**src/hw/rtl/dsga_pkg.sv**
```systemverilog
// ----------------------------------------------------------------------------
// dsga_pkg: shared definitions for the direct-sum gravity accumulator
// Sizes, operation codes, register indexes and the request payload types.
// ----------------------------------------------------------------------------
package dsga_pkg;

  // Body store geometry.
  localparam int MAX_BODIES = 64;
  localparam int IDX_W      = 6;
  localparam int CNT_W      = 7;

  // Datapath widths of the shared iterative unit.
  localparam int XW = 105;  // numerator and wide product
  localparam int YW = 99;   // divisor (d cubed) and multiplier
  localparam int RW = 99;   // remainder and square-root bit

  // Shared unit operation codes.
  localparam logic [1:0] OP_MUL  = 2'd0;
  localparam logic [1:0] OP_DIV  = 2'd1;
  localparam logic [1:0] OP_SQRT = 2'd2;

  // Configuration register indexes.
  localparam logic CFG_GRAV = 1'b0;
  localparam logic CFG_MIND = 1'b1;

  typedef struct packed {
    logic signed [31:0] pos_x;
    logic signed [31:0] pos_y;
    logic signed [31:0] pos_z;
    logic        [31:0] body_mass;
    logic signed [31:0] start_acc_x;
    logic signed [31:0] start_acc_y;
    logic signed [31:0] start_acc_z;
    logic               affected;
    logic               exerts;
    logic               last_body;
  } in_item_t;

  typedef struct packed {
    logic        [5:0]  body_index;
    logic signed [31:0] acc_x;
    logic signed [31:0] acc_y;
    logic signed [31:0] acc_z;
    logic               saturated;
    logic               last_result;
  } out_item_t;

  typedef struct packed {
    logic       start;
    logic [1:0] op;
  } unit_req_t;

endpackage

```
**src/hw/rtl/dsga_unit.sv**
```systemverilog
// ----------------------------------------------------------------------------
// dsga_unit: shared iterative arithmetic unit
// Shift-add multiply, restoring divide and integer square root, one step
// per cycle. The result is held in z after done pulses.
// ----------------------------------------------------------------------------
module dsga_unit (
  input  logic                    clk_i,
  input  logic                    rst_ni,
  input  dsga_pkg::unit_req_t     req_i,
  input  logic [dsga_pkg::XW-1:0] a_i,
  input  logic [dsga_pkg::YW-1:0] b_i,
  output logic [dsga_pkg::XW-1:0] res_o,
  output logic                    done_o
);

  logic [dsga_pkg::XW-1:0] x_q, x_d, z_q, z_d;
  logic [dsga_pkg::YW-1:0] y_q, y_d;
  logic [dsga_pkg::RW-1:0] r_q, r_d;
  logic [1:0]              op_q;
  logic [6:0]              cnt_q, last_cnt;
  logic                    busy_q, done_q;

  logic [dsga_pkg::RW:0]   rr;
  logic                    rr_ge;
  logic [63:0]             sq_t;

  // Step count per operation.
  always_comb begin
    unique case (op_q)
      dsga_pkg::OP_DIV:  last_cnt = 7'(dsga_pkg::XW - 1);
      dsga_pkg::OP_SQRT: last_cnt = 7'd31;
      default:           last_cnt = 7'd32;
    endcase
  end

  // One iteration of the selected operation.
  always_comb begin
    rr    = {r_q, x_q[dsga_pkg::XW-1]};
    rr_ge = rr >= {1'b0, y_q};
    sq_t  = z_q[63:0] + r_q[63:0];
    x_d   = x_q;
    y_d   = y_q;
    z_d   = z_q;
    r_d   = r_q;
    unique case (op_q)
      dsga_pkg::OP_DIV: begin
        r_d = rr_ge ? dsga_pkg::RW'(rr - {1'b0, y_q}) : rr[dsga_pkg::RW-1:0];
        z_d = {z_q[dsga_pkg::XW-2:0], rr_ge};
        x_d = {x_q[dsga_pkg::XW-2:0], 1'b0};
      end
      dsga_pkg::OP_SQRT: begin
        if (x_q[63:0] >= sq_t) begin
          x_d = {x_q[dsga_pkg::XW-1:64], x_q[63:0] - sq_t};
          z_d = dsga_pkg::XW'((z_q[63:0] >> 1) + r_q[63:0]);
        end else begin
          z_d = dsga_pkg::XW'(z_q[63:0] >> 1);
        end
        r_d = r_q >> 2;
      end
      default: begin
        if (y_q[0]) begin
          z_d = z_q + x_q;
        end
        x_d = {x_q[dsga_pkg::XW-2:0], 1'b0};
        y_d = y_q >> 1;
      end
    endcase
  end

  // Operand load and iteration registers.
  always_ff @(posedge clk_i) begin
    if (req_i.start) begin
      x_q  <= a_i;
      y_q  <= b_i;
      z_q  <= '0;
      r_q  <= (req_i.op == dsga_pkg::OP_SQRT) ? (dsga_pkg::RW'(1) << 62) : '0;
      op_q <= req_i.op;
    end else if (busy_q) begin
      x_q <= x_d;
      y_q <= y_d;
      z_q <= z_d;
      r_q <= r_d;
    end
  end

  // Step counter and completion flag.
  always_ff @(posedge clk_i or negedge rst_ni) begin
    if (!rst_ni) begin
      busy_q <= 1'b0;
      done_q <= 1'b0;
      cnt_q  <= '0;
    end else begin
      done_q <= 1'b0;
      if (req_i.start) begin
        busy_q <= 1'b1;
        cnt_q  <= '0;
      end else if (busy_q) begin
        cnt_q <= cnt_q + 7'd1;
        if (cnt_q == last_cnt) begin
          busy_q <= 1'b0;
          done_q <= 1'b1;
        end
      end
    end
  end

  assign res_o  = z_q;
  assign done_o = done_q;

  // A start is never issued while an operation is still running.
  a_no_start_busy: assert property (@(posedge clk_i) disable iff (!rst_ni)
    busy_q |-> !req_i.start) else $error("unit started while busy");

  // Done follows only from a busy cycle.
  a_done_from_busy: assert property (@(posedge clk_i) disable iff (!rst_ni)
    done_q |-> $past(busy_q)) else $error("done without busy");

  // The counter never runs past the last step.
  a_cnt_bound: assert property (@(posedge clk_i) disable iff (!rst_ni)
    busy_q |-> cnt_q <= 7'(dsga_pkg::XW - 1)) else $error("step count overrun");

endmodule

```
**config.mk**
```make
export PLATFORM = sky130hd
export DESIGN_NAME = dsga_unit
export DESIGN_NICKNAME = d
export VERILOG_FILES = /design/src/hw/rtl/dsga_pkg.sv /design/src/hw/rtl/dsga_unit.sv
export SDC_FILE = /design/constraint.sdc
export NUM_CORES = 2
export LEC_CHECK = 0
export BUFFER_PORTS_ARGS = -buffer_cell sky130_fd_sc_hd__buf_2
export CORE_MARGIN = 1.5
export CORE_UTILIZATION = 36
export DETAILED_ROUTE_END_ITERATION = 10
export PLACE_DENSITY = 0.51
export SKIP_CTS_REPAIR_TIMING = 1
export SLEW_MARGIN = 20
export SYNTH_ARGS = -nofsm -noshare
export SYNTH_HDL_FRONTEND = slang
export SYNTH_SLANG_ARGS = --single-unit
```
**constraint.sdc**
```tcl
create_clock -name clk_i -period 11 [get_ports clk_i]
set_input_delay 1.1 -clock clk_i [delete_from_list [all_inputs] [get_ports clk_i]]
set_output_delay 1.1 -clock clk_i [all_outputs]
set_load 0.02 [all_outputs]
```
==> results by group <==
Critical path
  • Family with the most delay on the worst path: compound AO/OA/AOI/OAI gates
  • CP Launch Type: register
  • Cells on worst reg2reg path: 25
  • Most common cell on crit path: a21oi_1
  • Worst path max stage delay: 0.74 ns
  • Top fanout value on the critical path: 44
  • Flop-to-flop setup slack: 2.53 ns
  • Critical Path RT: 11.29 ns
  • Slowest cell on the critical path: o21ai_0
  • Critical Path AT: 8.77 ns
  • Worst r2r src: r_q[0]
  • CP Capture Type: register
  • Kind of critical path: register to register
  • Bufs and invs on worst path: 2
  • Reg2reg end: x_q[46]

Floorplanning
  • Row cnt: 127
  • Ports: 315
  • Core area: 0.119 mm^2
  • Die width: 350 um
  • Starting Density: 36.2%
  • Die H: 350 um
  • Area of the die: 0.122 mm^2

Synthesis
  • Largest family of logic cells by synthesized area: compound AO/OA/AOI/OAI gates
  • Post-Synth Simple-Gate Area: 16.2%
  • Syn Std Cell Area: 0.0433 mm^2
  • YS warnings: 0
  • Compound-cell area share of the yosys netlist: 31.5%
  • Mux contribution to synthesized area: 1.19%
  • Post-synth EDFFs: 305
  • Share of the synthesized area in the top cell type: 21.2%
  • Syn Inst Count: 5451
  • Ranking of synthesized cells by area: edfxtp_1, ha_1, a21oi_1
  • Mapped Nets: 6061
  • Post-synth top cells: nand2_1, a21oi_1, o21ai_0
  • Synth Area in Adders: 11.7%
  • Count leader, synth: nand2_1
  • Mean Syn Cell Area: 7.94 um^2
  • Synth Area in XOR/XNOR: 7.61%
  • Sequential area share after synthesis: 26.5%
  • Synth Flop Type: edfxtp_1
  • Synth cell types: 107
  • Post-synth top area cell: edfxtp_1
  • Flop and latch count out of synthesis: 419
  • Asr flop ratio synth: 2.15%

Detailed routing
  • Residual DRC count: 0
  • Routed Antenna Nets: 0
  • Drt first pass iters: 5
  • WL final: 172 mm
  • Iteration-0 DRC Markers: 3842
  • Via count: 42900
  • Vias per cell: 5.95
  • Routed WL per cell: 23.8 um

Finish
  • Cell area after layout: 0.0480 mm^2
  • Post-Layout Cell Count: 7222
  • Layout cell share with drive strength beyond 1: 9.81%
  • Synth-to-Final Area Change: 10.8%
  • Nets@finish: 6173

STA
  • Pins Over Slew Limit: 0
  • Unrepaired setup endpoints after global routing: false
  • Setup-failing EPs final: 0
  • Worst setup margin: 2.53 ns
  • Max Clock Freq: 118 MHz
  • Setup TNS Final: 0 ns
  • Final hold vios: 0
  • Worst-margin pin slew: 1.19 ns
  • Worst slew margin: 19.8%
  • Tcrit/Tclk final: 77.0%
  • Tmin final: 8.47 ns
  • Hold Worst Slack: 0.280 ns
  • Setup Skew: 0.0508 ns

Global route
  • Grt met3 use: 3.59%
  • GR peak layer: met2
  • Total GRT Usage: 27.2%
  • Grt met1 use: 40.0%
  • Vias in the first global route: 40700
  • Gr ovfl total: 0
  • Met2 Resource Use GR: 41.4%
  • Largest net degree at the start of global routing: 116
  • First-pass GRT wire length: 257 mm
  • Initial antenna violation count: 3

Placement
  • Post-place setup slack: 2.65 ns
  • PortBufs: 314
  • RePlAce Congestion: 0.956
  • Placed cell area: 0.0460 mm^2
  • DPL Wire Length: 134 mm
  • Placed cell count: 7116

Clock tree
  • H-tree depth: 2
  • CTS tree: built
  • Num CTS Buffers: 57
  • Clock Tree Buf Depth: 3
  • Clk slew on worst S/H paths: 0.06 ns
  • Root cell of the clock tree: clkbuf_16
  • CTS Sinks: 419
  • Worst-Skew Late Latency: 0.71 ns

Pwr
  • Pwr per Cell Area: 387 mW/mm^2
  • Worst vdd ir: 0.000238 V
  • Leakage power: 20.7 nW

Job
  • Max cap viols: 0

Outcome
  • Status: finished clean

Hold path
  • Hold Path Class: primary input to asynchronous set/reset pin
==> worst max path at each step <==
stage	cells after the start	to	from	slack, ns
after floorplan	25	x_q[0]	res_o[1]	0.79
after global placement	25	x_q[60]	r_q[0]	2.70
after detailed placement	25	x_q[61]	r_q[0]	2.65
after CTS	25	x_q[46]	r_q[0]	2.61
after global routing	25	x_q[46]	r_q[0]	2.11
final	25	x_q[46]	r_q[0]	2.53
==> cell families after synthesis <==
| kind of cell | Yosys count |
|---|---|
| AOI/OAI and AO/OA | 2124 |
| xor gates and xnor gates | 376 |
| adders and majority gates | 401 |
| buffers and inverters | 549 |
| DFF | 419 |
| muxes | 51 |
| and+or+nand+nor | 1531 |
==> final cells by class <==
type                       instances  area [um^2]
multi-input combinational       4483        29600
timing repair buffer             373         2040
antenna                            2         5.00
clock buffer                      75         1610
sequential                       419        11500
fill                           12500        71500
tap                             1612         2020
inverter                         229          865
clock inverter                    29          340
==> through the flow <==
stage	util, %	total power [mW]
5_1_grt	40.1	19.9
3_3_place_gp	38.5	16.3
3_5_place_dp	38.5	16.2
4_1_cts	40.1	18.3
6_report	40.1	18.5
2_1_floorplan	-	12.5
==> power by group <==
group          leakage (nW)  internal [mW]  switching, mW
clock                 0.961           1.17          0.817
sequential             4.24           2.33          0.783
combinational          15.5           4.90           8.54
==> per-layer routing <==
layer	part of all wire (%)	vias up
li1	-	20600
met1	48	20700
met2	43	1461
met3	6.3	198
met4	2.5	2
met5	0.0064	-
==> cell usage in the layout (no fill, tap or decap), drive strengths merged, types with 24 or more instances in the layout <==
cell,n
a21o,237
o31ai,24
nor2b,38
xnor2,223
nor2,389
nand2b,38
nand3,72
a211oi,78
a221oi,98
o21ai,577
and2,28
buf,373
nand4,133
a22o,47
o22ai,29
clkbuf,75
inv,233
edfxtp,305
ha,396
xor2,153
o21a,37
and3,51
o21bai,80
dfxtp,105
a31oi,55
mux2i,49
o211ai,50
nor3,112
nand2,585
a21oi,583
==> flip-flops by register name, summed over array words and instances, names as in the netlist <==
signal	cells
op_q	2
y_q	99
cnt_q	7
r_q	99
x_q	105
done_o	1
res_o	105
busy_q	1
Power figures use the tool's default switching activity.
